[src/rtl/core/bpa_pkg.sv]
// ----------------------------------------------------------------------------
// bpa_pkg
// Constants, codes and controller/datapath types of the bitmap page allocator.
// ----------------------------------------------------------------------------
package bpa_pkg;

  // Pool geometry
  localparam int MAX_BLOCKS  = 32768;
  localparam int BLOCK_BYTES = 4096;
  localparam int WORD_BITS   = 32;

  localparam int MAP_WORDS   = MAX_BLOCKS / WORD_BITS;
  localparam int WIDX_W      = $clog2(MAP_WORDS);
  localparam int PTR_W       = WIDX_W + 1;
  localparam int BLK_W       = $clog2(MAX_BLOCKS);
  localparam int CNT_W       = BLK_W + 1;
  localparam int BIT_W       = $clog2(WORD_BITS);
  localparam int BLK_SHIFT   = $clog2(BLOCK_BYTES);

  // Payload field widths
  localparam int OPCODE_W    = 3;
  localparam int ADDR_W      = 27;
  localparam int LEN_W       = 28;

  localparam logic [WORD_BITS-1:0] FULL_WORD = '1;

  // Operation codes; the two unused codes act as query
  typedef enum logic [OPCODE_W-1:0] {
    OP_INIT    = 3'd0,
    OP_ALLOC   = 3'd1,
    OP_FREE    = 3'd2,
    OP_RELEASE = 3'd3,
    OP_RESERVE = 3'd4,
    OP_QUERY   = 3'd5
  } op_t;

  // Controller states
  typedef enum logic [2:0] {
    ST_CLEAR,
    ST_IDLE,
    ST_PREP,
    ST_FILL,
    ST_SCAN,
    ST_REGION,
    ST_FINISH
  } state_t;

  // Map write source
  typedef enum logic [1:0] {
    WR_NONE,
    WR_ONES,
    WR_REGION,
    WR_ALLOC
  } wr_sel_t;

  // Controller to datapath
  typedef struct packed {
    logic    capture;
    logic    prep;
    logic    ptr_inc;
    logic    rd_en;
    wr_sel_t wr_sel;
    logic    count_apply;
    logic    load_result;
  } dp_cmd_t;

  // Datapath to controller
  typedef struct packed {
    logic [OPCODE_W-1:0] op;
    logic                cnt_zero;
    logic                ptr_at_end;
    logic                ptr_at_last;
    logic                rd_valid;
    logic                rd_hit;
  } dp_sts_t;

endpackage

[src/rtl/core/bpa_ctrl.sv]
// ----------------------------------------------------------------------------
// bpa_ctrl
// Sequencer: clearing pass, word sweeps, allocation scan and result handoff.
// ----------------------------------------------------------------------------
module bpa_ctrl import bpa_pkg::*; (
  input  logic    clk,
  input  logic    rst,
  input  logic    in_valid,
  output logic    in_ready,
  output logic    out_valid,
  input  logic    out_ready,
  input  dp_sts_t sts,
  output dp_cmd_t cmd
);

  state_t state;
  state_t state_next;

  // State and output valid registers
  always_ff @(posedge clk) begin
    if (rst) begin
      state     <= ST_CLEAR;
      out_valid <= 1'b0;
    end else begin
      state     <= state_next;
      out_valid <= cmd.load_result | (out_valid & ~out_ready);
    end
  end

  // Next state and commands
  always_comb begin
    state_next = state;
    cmd        = '0;
    in_ready   = 1'b0;
    case (state)
      ST_CLEAR: begin
        // set every map word to used, one word a cycle
        cmd.wr_sel  = WR_ONES;
        cmd.ptr_inc = 1'b1;
        if (sts.ptr_at_last) begin
          state_next = ST_IDLE;
        end
      end
      ST_IDLE: begin
        in_ready = 1'b1;
        if (in_valid) begin
          cmd.capture = 1'b1;
          state_next  = ST_PREP;
        end
      end
      ST_PREP: begin
        cmd.prep = 1'b1;
        case (sts.op)
          OP_INIT:  state_next = ST_FILL;
          OP_ALLOC: state_next = ST_SCAN;
          OP_FREE, OP_RELEASE, OP_RESERVE: begin
            state_next = sts.cnt_zero ? ST_FINISH : ST_REGION;
          end
          default:  state_next = ST_FINISH;
        endcase
      end
      ST_FILL: begin
        if (sts.ptr_at_end) begin
          state_next = ST_FINISH;
        end else begin
          cmd.wr_sel  = WR_ONES;
          cmd.ptr_inc = 1'b1;
        end
      end
      ST_SCAN: begin
        // stream reads, stop on the first word with a clear bit or at the end of the pool
        if (sts.rd_hit) begin
          cmd.wr_sel = WR_ALLOC;
          state_next = ST_FINISH;
        end else if (sts.ptr_at_end) begin
          state_next = ST_FINISH;
        end else begin
          cmd.rd_en = 1'b1;
        end
      end
      ST_REGION: begin
        // read ahead one word, write back the word read last cycle
        cmd.rd_en = ~sts.ptr_at_end;
        if (sts.rd_valid) begin
          cmd.wr_sel = WR_REGION;
        end
        if (sts.ptr_at_end && !sts.rd_valid) begin
          cmd.count_apply = 1'b1;
          state_next      = ST_FINISH;
        end
      end
      ST_FINISH: begin
        // hold until the output register is free
        if (!out_valid || out_ready) begin
          cmd.load_result = 1'b1;
          state_next      = ST_IDLE;
        end
      end
      default: begin
        state_next = ST_IDLE;
      end
    endcase
  end

endmodule

[config.mk]
export PLATFORM = sky130hd
export DESIGN_NAME = bpa_ctrl
export DESIGN_NICKNAME = d
export VERILOG_FILES = /design/src/rtl/core/bpa_pkg.sv /design/src/rtl/core/bpa_ctrl.sv
export SDC_FILE = /design/constraint.sdc
export NUM_CORES = 1
export LEC_CHECK = 0
export BUFFER_PORTS_ARGS = -buffer_cell sky130_fd_sc_hd__buf_2
export CORE_AREA = 4 4 41 43
export CTS_BUF_LIST = sky130_fd_sc_hd__clkbuf_8
export CTS_CLUSTER_SIZE = 24
export DETAILED_ROUTE_END_ITERATION = 10
export DIE_AREA = 0 0 45 47
export GPL_TIMING_DRIVEN = 0
export PLACE_DENSITY = 0.73
export REMOVE_ABC_BUFFERS = 1
export SYNTH_ARGS = -nofsm -noshare
export SYNTH_HDL_FRONTEND = slang
export SYNTH_SLANG_ARGS = --single-unit
[constraint.sdc]
create_clock -name clk -period 1.2 [get_ports clk]
set_input_delay 0.12 -clock clk [delete_from_list [all_inputs] [get_ports clk]]
set_output_delay 0.12 -clock clk [all_outputs]
set_load 0.03 [all_outputs]
==> results of run 1 <==
routing by layer:
metal  share of wire  vias up
li1                -      303
met5               0        -
met4           0.022        0
met1            0.40      290
met2            0.54       15
met3           0.038        4
flip-flops by register name, summed over array words and instances (netlist names):
name and cells:
out_valid 1, state 3
path summary, 6_finish.rpt:
check / start / to / cells after the start
max: state[1] / cmd[7] / 4
min: rst / state[2] / 2
max reg2reg: state[2] / state[1] / 5
min reg2reg: out_valid / out_valid / 3
cell usage in the layout (no fill, tap or decap), drive strengths merged, types with 3 or more instances in the layout:
cell type / count
nor2: 11
dfxtp: 4
nand2: 3
a21oi: 3
nor2b: 3
a211oi: 4
clkbuf: 3
nor3: 4
nand2b: 6
buf: 35
power groups by stage:
stage | clock network, mW | registers [mW] | logic, mW
after global placement | 0 | 0.156 | 0.135
after global routing | 0.301 | 0.144 | 0.255
final | 0.276 | 0.143 | 0.238
after CTS | 0.283 | 0.141 | 0.201
after floorplan | 0 | 0.152 | 0.0893
after detailed placement | 0 | 0.156 | 0.137
cells by family (layout without fill, tap and decap cells):
family                     after synthesis  after routing
DFF                                      4              4
AOI/OAI and AO/OA                       17             17
muxes                                    2              2
adders and majority gates                2              2
and+or+nand+nor                         33             33
buffers and inverters                    5             40
worst max-delay path, cell delays in order, from the launching register on:
cell and delay [ns]:
dfxtp_4 0.34, buf_6 0.13, nand2b_4 0.16, nor3b_4 0.26, buf_6 0.17
repair_timing:
action / in CTS / in global routing
pin swaps: 7 / 6
resized for setup: 39 / 23
setup buffers: 12 / 2
endpoints found under the setup margin: 12 / 12
final cells by class:
class                           instances  area, um2
Multi-Input combinational cell         54        561
Fill cell                              96        308
Timing Repair Buffer                   35        274
Sequential cell                         4       91.3
Clock buffer                            3       41.3
Tap cell                               15       18.8
Inverter                                2       7.51
metrics by stage:
| step | hold WS [ns] | setup slack [ns] | area [um2] |
|---|---|---|---|
| after global routing | 0.112 | -0.249 | 993 |
| final | 0.114 | -0.202 | 993 |
| after detailed placement | 0.347 | -0.441 | 597 |
| after CTS | 0.112 | -0.221 | 862 |
| after global placement | 0.349 | -0.384 | 597 |
| after floorplan | 0.185 | -0.612 | 473 |
==> flow_summary_export.csv, run 1 <==
group,metric,value,unit
placement,gp_congestion,0.745,
finish,final_cells,113,
synthesis,ys_ff_latch,4,
timing,fin_setup_tns,-1.77,ns
critical_path,crit_fanout,6,
detailed_routing,vias,612,
global_route,track_usage,0.166,
pwr,p_seq_frac,0.218,
clock_tree,numCtsBuffers,3,
clock_tree,clock_latency,0.21,ns
clock_tree,clk_path_buf_depth,2,
global_route,grt_busiest_layer,"met2",
global_route,grt_use_met3,0.0230,
critical_path,rrSetupSlack,-0.20,ns
global_route,antenna_found_initial,0,
synthesis,synth_enable_flop_cells,0,
clock_tree,cts_sinks,4,
run,cap_viol_max_count,0,
synthesis,synth_simple_gate_area_frac,0.388,
clock_tree,h-tree-depth,1,
clock_tree,cts.hold.buffers_added,0,
timing,slew_headroom,0.823,
detailed_routing,wl_per_cell,14.7,um
synthesis,synthTopCellsByCount,"nor2_1, nand2b_1, dfxtp_1, nor3_1",
pwr,p_sw_frac,0.299,
global_route,globalRouteMet1Util,0.175,
pwr,peakVddDrop,0.712,mV
critical_path,worstPathArrival,1.28,ns
critical_path,start_kind,"register",
pwr,p_per_area,661,nW/um2
floorplanning,die_w,45,um
floorplanning,die_area,2120,um2
synthesis,synth-main-ff-cell,"dfxtp_1",
finish,nNetsFinal,114,
global_route,met2_usage,0.305,
detailed_routing,vias_per_cell,5.42,
clock_tree,cts_tree,"done",
critical_path,path_class,"register to output port",
synthesis,ys_warn_count,0,
synthesis,synth_area_leaders,"dfxtp_1, nor2_1, nand2b_1",
clock_tree,path_clk_slew,0.03,ns
pwr,p_int,0.461,mW
floorplanning,pin_count,22,
synthesis,synth_top_area_cell,"dfxtp_1",
timing,setup-violations-final,12,
synthesis,synth_xor_area_frac,0,
clock_tree,cts-root-buf,"clkbuf_8",
floorplanning,rows,13,
outcome,violations,"negative setup slack",
detailed_routing,dr.first_iter.drc_count,6,
global_route,grt_max_degree,9,
placement,dp.cells,96,
finish,fin_util,0.763,
timing,finalHoldViolCount,0,
detailed_routing,routed_wl,1660,um
outcome,status,"complete, but fails checks",
synthesis,avgSynthCellArea,7.79,um2
global_route,grt_pass1_vias,608,
timing,max_freq,714,MHz
synthesis,async_flop_share,0,
placement,portBuffers,21,
timing,rsz0062_at_grt,"true",
global_route,grt_pass1_wl,2560,um
floorplanning,chipHeight,47,um
synthesis,synth_top_family_by_area,"simple AND/OR/NAND/NOR gates",
timing,maxSlewViolCount,0,
critical_path,cp.required,1.08,ns
timing,fin_crit,1.40,ns
floorplanning,initial_utilization,0.377,
detailed_routing,post-route-drc-count,0,
timing,tightest_slew,0.262,ns
hold_path,hold_path_class,"input port to register",
finish,drive_gt1_frac,0.735,
pwr,combPwrFrac,0.362,
synthesis,yosysSeqAreaShare,0.163,
timing,finalCritPeriodShare,1.17,
detailed_routing,drt_first_pass_iters,2,
synthesis,synth_cell_types,33,
detailed_routing,ant_nets,0,
critical_path,cp-end-kind,"output port",
synthesis,yosys.cell_count.top_type,"nor2_1",
placement,hpwlAfterDp,882,um
pwr,pwr-share-clk,0.420,
synthesis,synth_cells,63,
synthesis,syn_area,490,um2
pwr,p_leak,0.379,nW
finish,insertedDiodeCount,0,
finish,syn_to_final_growth,103,%
timing,fin_worst_skew,0.000674,ns
pwr,total_power,0.657,mW
global_route,overflow,0,
synthesis,muxShareOfSynthArea,0.0459,
synthesis,synth_compound_gate_area_share,0.301,
timing,setup_slack,-0.202,ns
floorplanning,core,1300,um2
synthesis,synth_top_area_share,0.163,
pwr,power_switching,0.196,mW
synthesis,synth_adder_area_share,0.0510,
(Power assumes the default switching activity.)
==> inputs of run 2 (changes only) <==
CAP_MARGIN = 20   (was unset)
CORE_AREA = 5 5 42 44   (was 4 4 41 43)
DIE_AREA = 0 0 47 49   (was 0 0 45 47)
MAX_ROUTING_LAYER = met4   (was unset)
==> run 2 against run 1 <==
Net effect:
- the run still ends with negative setup slack left
- hold slack lost 0.0020 ns
- clock power grew 2%
- core utilization shrank 0.27 points
- critical endpoint unchanged
- clock skew grew 0.0023 ns
- combinational power grew 11%
- worst setup slack gained 0.011 ns
- routed wire length grew 14%
==> flow_summary_export.csv, run 2 (same netlist as run 1, synthesis figures left out) <==
group,metric,value,unit
clock_tree,path_clk_slew,0.03,ns
global_route,antenna_found_initial,0,
detailed_routing,drt_first_pass_iters,4,
finish,nNetsFinal,118,
detailed_routing,post-route-drc-count,0,
floorplanning,core,1400,um2
floorplanning,die_w,47,um
finish,drive_gt1_frac,0.725,
clock_tree,numCtsBuffers,3,
clock_tree,cts-root-buf,"clkbuf_8",
outcome,violations,"negative setup slack",
finish,final_cell_mix,"buf_6, buf_2, buf_4, nor2_1",
detailed_routing,vias,633,
floorplanning,rows,14,
outcome,status,"complete, but fails checks",
run,cap_viol_max_count,0,
pwr,peakVddDrop,0.563,mV
timing,fin_crit,1.39,ns
clock_tree,h-tree-depth,1,
timing,tightest_slew,0.291,ns
detailed_routing,vias_per_cell,5.36,
global_route,track_usage,0.158,
timing,setup-violations-final,12,
detailed_routing,dr.first_iter.drc_count,6,
timing,finalCritPeriodShare,1.16,
detailed_routing,wl_per_cell,16.1,um
floorplanning,pin_count,22,
placement,hpwlAfterDp,947,um
finish,insertedDiodeCount,0,
hold_path,hold_path_class,"input port to register",
timing,setup_slack,-0.190,ns
critical_path,cp-end-kind,"output port",
floorplanning,chipHeight,49,um
placement,gp_congestion,0.772,
timing,max_freq,719,MHz
critical_path,crit_fanout,4,
timing,maxSlewViolCount,0,
global_route,grt_pass1_vias,622,
floorplanning,die_area,2300,um2
pwr,p_leak,0.431,nW
clock_tree,clk_path_buf_depth,2,
placement,portBuffers,21,
clock_tree,cts.hold.buffers_added,0,
placement,dp.cells,97,
critical_path,path_class,"register to output port",
placement,dp_slack,-0.448,ns
global_route,overflow,0,
finish,final_cells,118,
floorplanning,initial_utilization,0.350,
clock_tree,cts_tree,"done",
pwr,p_per_area,647,nW/um2
clock_tree,cts_sinks,4,
finish,top_register,"state",
global_route,grt_max_degree,10,
timing,finalHoldViolCount,0,
finish,largest_reg_flops,3,
finish,syn_to_final_growth,117,%
critical_path,rrSetupSlack,-0.17,ns
critical_path,worstPathArrival,1.27,ns
finish,reg_top3,"state x3, out_valid x1",
detailed_routing,ant_nets,0,
clock_tree,clock_latency,0.22,ns
timing,fin_worst_skew,0.00293,ns
detailed_routing,routed_wl,1890,um
critical_path,start_kind,"register",
timing,slew_headroom,0.806,
pwr,total_power,0.690,mW
timing,rsz0062_at_grt,"true",
finish,layout_commonest_cell,"buf_6",
global_route,grt_pass1_wl,2680,um
critical_path,cp.required,1.08,ns
==> run 2: changes by cell type in the layout (fill, tap and decap cells not counted), sizes merged <==
cell and delta:
buf +4
==> run 2: final timing paths <==
kind                                   to  depth (start not counted)      start
worst min-delay path             state[2]                          2        rst
worst max register to register   state[0]                          5   state[0]
worst min register to register  out_valid                          3  out_valid
worst max-delay path               cmd[7]                          4   state[1]
==> run 2: stage by stage <==
step | utilization | area [um2] | hold WS (ns) | setup TNS (ns)
finish | 0.761 | 1070 | 0.112 | -1.56
global route | 0.761 | 1070 | 0.123 | -2.12
CTS | 0.621 | 871 | 0.107 | -1.64
detailed placement | 0.427 | 598 | 0.346 | -3.15
global placement | 0.427 | 598 | 0.347 | -2.67
floorplan | - | 473 | 0.185 | -3.50
==> run 2: area by class of cell <==
class | instances | area, um2
sequential | 4 | 91.3
inverter | 2 | 10.0
clock buffer | 3 | 41.3
fill | 93 | 335
tap | 16 | 20.0
timing repair buffer | 39 | 335
multi-input combinational | 54 | 568
==> run 2: power by group <==
group	switching, mW	total (mW)	internal [mW]
Clock	0.0677	0.281	0.214
Combinational	0.133	0.265	0.132
Sequential	0.00931	0.144	0.134
==> run 2: layer usage <==
metal | global-route usage | part of all wire | vias up
li1 | - | - | 313
met1 | 0.189 | 0.41 | 300
met2 | 0.256 | 0.53 | 16
met3 | 0.0185 | 0.035 | 4
met4 | 0.0691 | 0.017 | 0
met5 | - | 0 | -
==> run 2: critical path, stage by stage (launching register included) <==
cell and delay (ns):
dfxtp_4 0.35, buf_6 0.12, nand2b_4 0.15, nor3b_4 0.26, buf_6 0.17
==> run 2: repair_timing <==
item / CTS / global route
pin swaps: 6 / 10
endpoints found under the setup margin: 12 / 12
resized for setup: 35 / 32
setup buffers: 14 / 4
==> inputs of run 3 (changes only) <==
SETUP_SLACK_MARGIN = 0.5   (was unset)
==> run 3 against run 2 <==
Net effect:
- the run still ends with negative setup slack left
- non-clock buffer count is 1 higher
- routed wire length is 1.0% higher
- clock-buffer cell count unchanged
- first-iteration DRC count decreased by 17%
- sequential share of layout area barely moved
- combinational power is essentially flat
- core utilization increased by 1.2 points
- cell area rose by 1.6%
- clock power about the same
- critical path depth is 1 higher
- worst setup slack got worse by 0.016 ns
- clock skew decreased by 0.0011 ns
==> flow_summary_export.csv, run 3 (same netlist as run 1, synthesis figures left out) <==
group,metric,value,unit
outcome,status,"complete, but fails checks",
outcome,violations,"negative setup slack",
timing,tightest_slew,0.291,ns
critical_path,crit_fanout,6,
placement,gp_congestion,0.772,
global_route,overflow,0,
clock_tree,h-tree-depth,1,
global_route,grt_max_degree,10,
floorplanning,rows,14,
critical_path,critPathTopFamily,"compound AO/OA/AOI/OAI gates",
floorplanning,die_w,47,um
placement,hpwlAfterDp,947,um
global_route,grt_pass1_vias,616,
clock_tree,cts_tree,"done",
clock_tree,path_clk_slew,0.03,ns
timing,finalHoldViolCount,0,
detailed_routing,vias_per_cell,5.43,
run,cap_viol_max_count,0,
timing,finalCritPeriodShare,1.17,
detailed_routing,wl_per_cell,16.1,um
critical_path,path_class,"register to register",
pwr,peakVddDrop,0.610,mV
clock_tree,clock_latency,0.22,ns
finish,layout_commonest_cell,"buf_6",
finish,insertedDiodeCount,0,
global_route,grt_use_met3,0.0185,
detailed_routing,vias,646,
pwr,p_per_area,636,nW/um2
finish,largest_reg_flops,3,
critical_path,cp.required,1.35,ns
floorplanning,core,1400,um2
critical_path,worstPathArrival,1.55,ns
global_route,grt_pass1_wl,2700,um
detailed_routing,post-route-drc-count,0,
timing,fin_worst_skew,0.00182,ns
global_route,grt_busiest_layer,"met2",
timing,setup_slack,-0.207,ns
global_route,globalRouteMet1Util,0.193,
timing,maxSlewViolCount,0,
detailed_routing,routed_wl,1910,um
finish,top_register,"state",
detailed_routing,dr.first_iter.drc_count,5,
critical_path,start_kind,"register",
critical_path,worst-path-buf-inv,1,
timing,fin_crit,1.41,ns
detailed_routing,ant_nets,0,
finish,reg_top3,"state x3, out_valid x1",
hold_path,hold_path_class,"input port to register",
placement,dp_slack,-0.448,ns
timing,setup-violations-final,12,
finish,final_cell_mix,"buf_6, buf_4, buf_2, nor2_1",
finish,nNetsFinal,119,
clock_tree,clk_path_buf_depth,2,
critical_path,cp-end-kind,"register",
global_route,antenna_found_initial,0,
placement,portBuffers,21,
global_route,track_usage,0.159,
finish,fin_util,0.773,
clock_tree,cts_sinks,4,
critical_path,max_stage_delay,0.36,ns
pwr,p_leak,0.437,nW
finish,fill_cells,87,
floorplanning,die_area,2300,um2
clock_tree,numCtsBuffers,3,
critical_path,crit_chain,"buf_4, nand2b_1, o22ai_2, o2bb2ai_4, o221a_1",
timing,slew_headroom,0.806,
clock_tree,cts-root-buf,"clkbuf_8",
timing,max_freq,711,MHz
floorplanning,pin_count,22,
finish,syn_to_final_growth,121,%
timing,rsz0062_at_grt,"true",
critical_path,crit_slowest_cell,"dfxtp_4",
detailed_routing,drt_first_pass_iters,3,
floorplanning,chipHeight,49,um
floorplanning,initial_utilization,0.350,
finish,drive_gt1_frac,0.748,
global_route,met2_usage,0.253,
==> run 3: stage by stage <==
step / hold WS, ns / power, mW / TNS, ns / std cells / instance area (um2)
finish: 0.113 / 0.689 / -1.60 / 119 / 1080
global route: 0.124 / 0.722 / -2.13 / 119 / 1080
CTS: 0.107 / 0.636 / -1.64 / 114 / 878
detailed placement: 0.346 / 0.294 / -3.15 / 97 / 598
global placement: 0.347 / 0.291 / -2.67 / 97 / 598
floorplan: 0.185 / 0.241 / -3.50 / 60 / 473
==> run 3: final timing paths <==
check	from	to	slack [ns]	cells after the start
max reg2reg	state[0]	state[0]	-0.21	5
min reg2reg	out_valid	out_valid	0.67	3
max	state[0]	state[0]	-0.21	5
min	rst	state[2]	0.11	2
==> run 3: layout make-up <==
cell class                 count  area, um2  share of cell area
multi-input combinational     54        571               0.527
timing repair buffer          40        349               0.322
sequential                     4       92.6              0.0855
clock buffer                   3       41.3              0.0381
tap                           16       20.0              0.0185
inverter                       2       10.0             0.00924
==> run 3: per-layer routing <==
layer | wire length, um | vias to the layer above
li1 | - | 315
met1 | 788 | 312
met2 | 1030 | 15
met3 | 60 | 4
met4 | 32 | 0
met5 | 0 | -
==> run 3: where the power goes <==
| group | internal [mW] | switching, mW | leakage [nW] |
|---|---|---|---|
| clock | 0.213 | 0.0662 | 0.0216 |
| sequential | 0.134 | 0.00944 | 0.0352 |
| combinational | 0.132 | 0.134 | 0.380 |
| total | 0.479 | 0.210 | 0.437 |
==> run 3: what timing repair did <==
item                       CTS  global route
pin swaps                    6            11
gates resized for setup     38            33
cloned                       0             0
hold buffers                 0             0
setup endpoints to repair   14            14
buffers inserted            14             5
==> run 3: worst reg2reg max path, stage by stage (launching register included) <==
cell,delay [ns]
dfxtp_4,0.36
buf_4,0.17
nand2b_1,0.17
o22ai_2,0.25
o2bb2ai_4,0.17
o221a_1,0.21
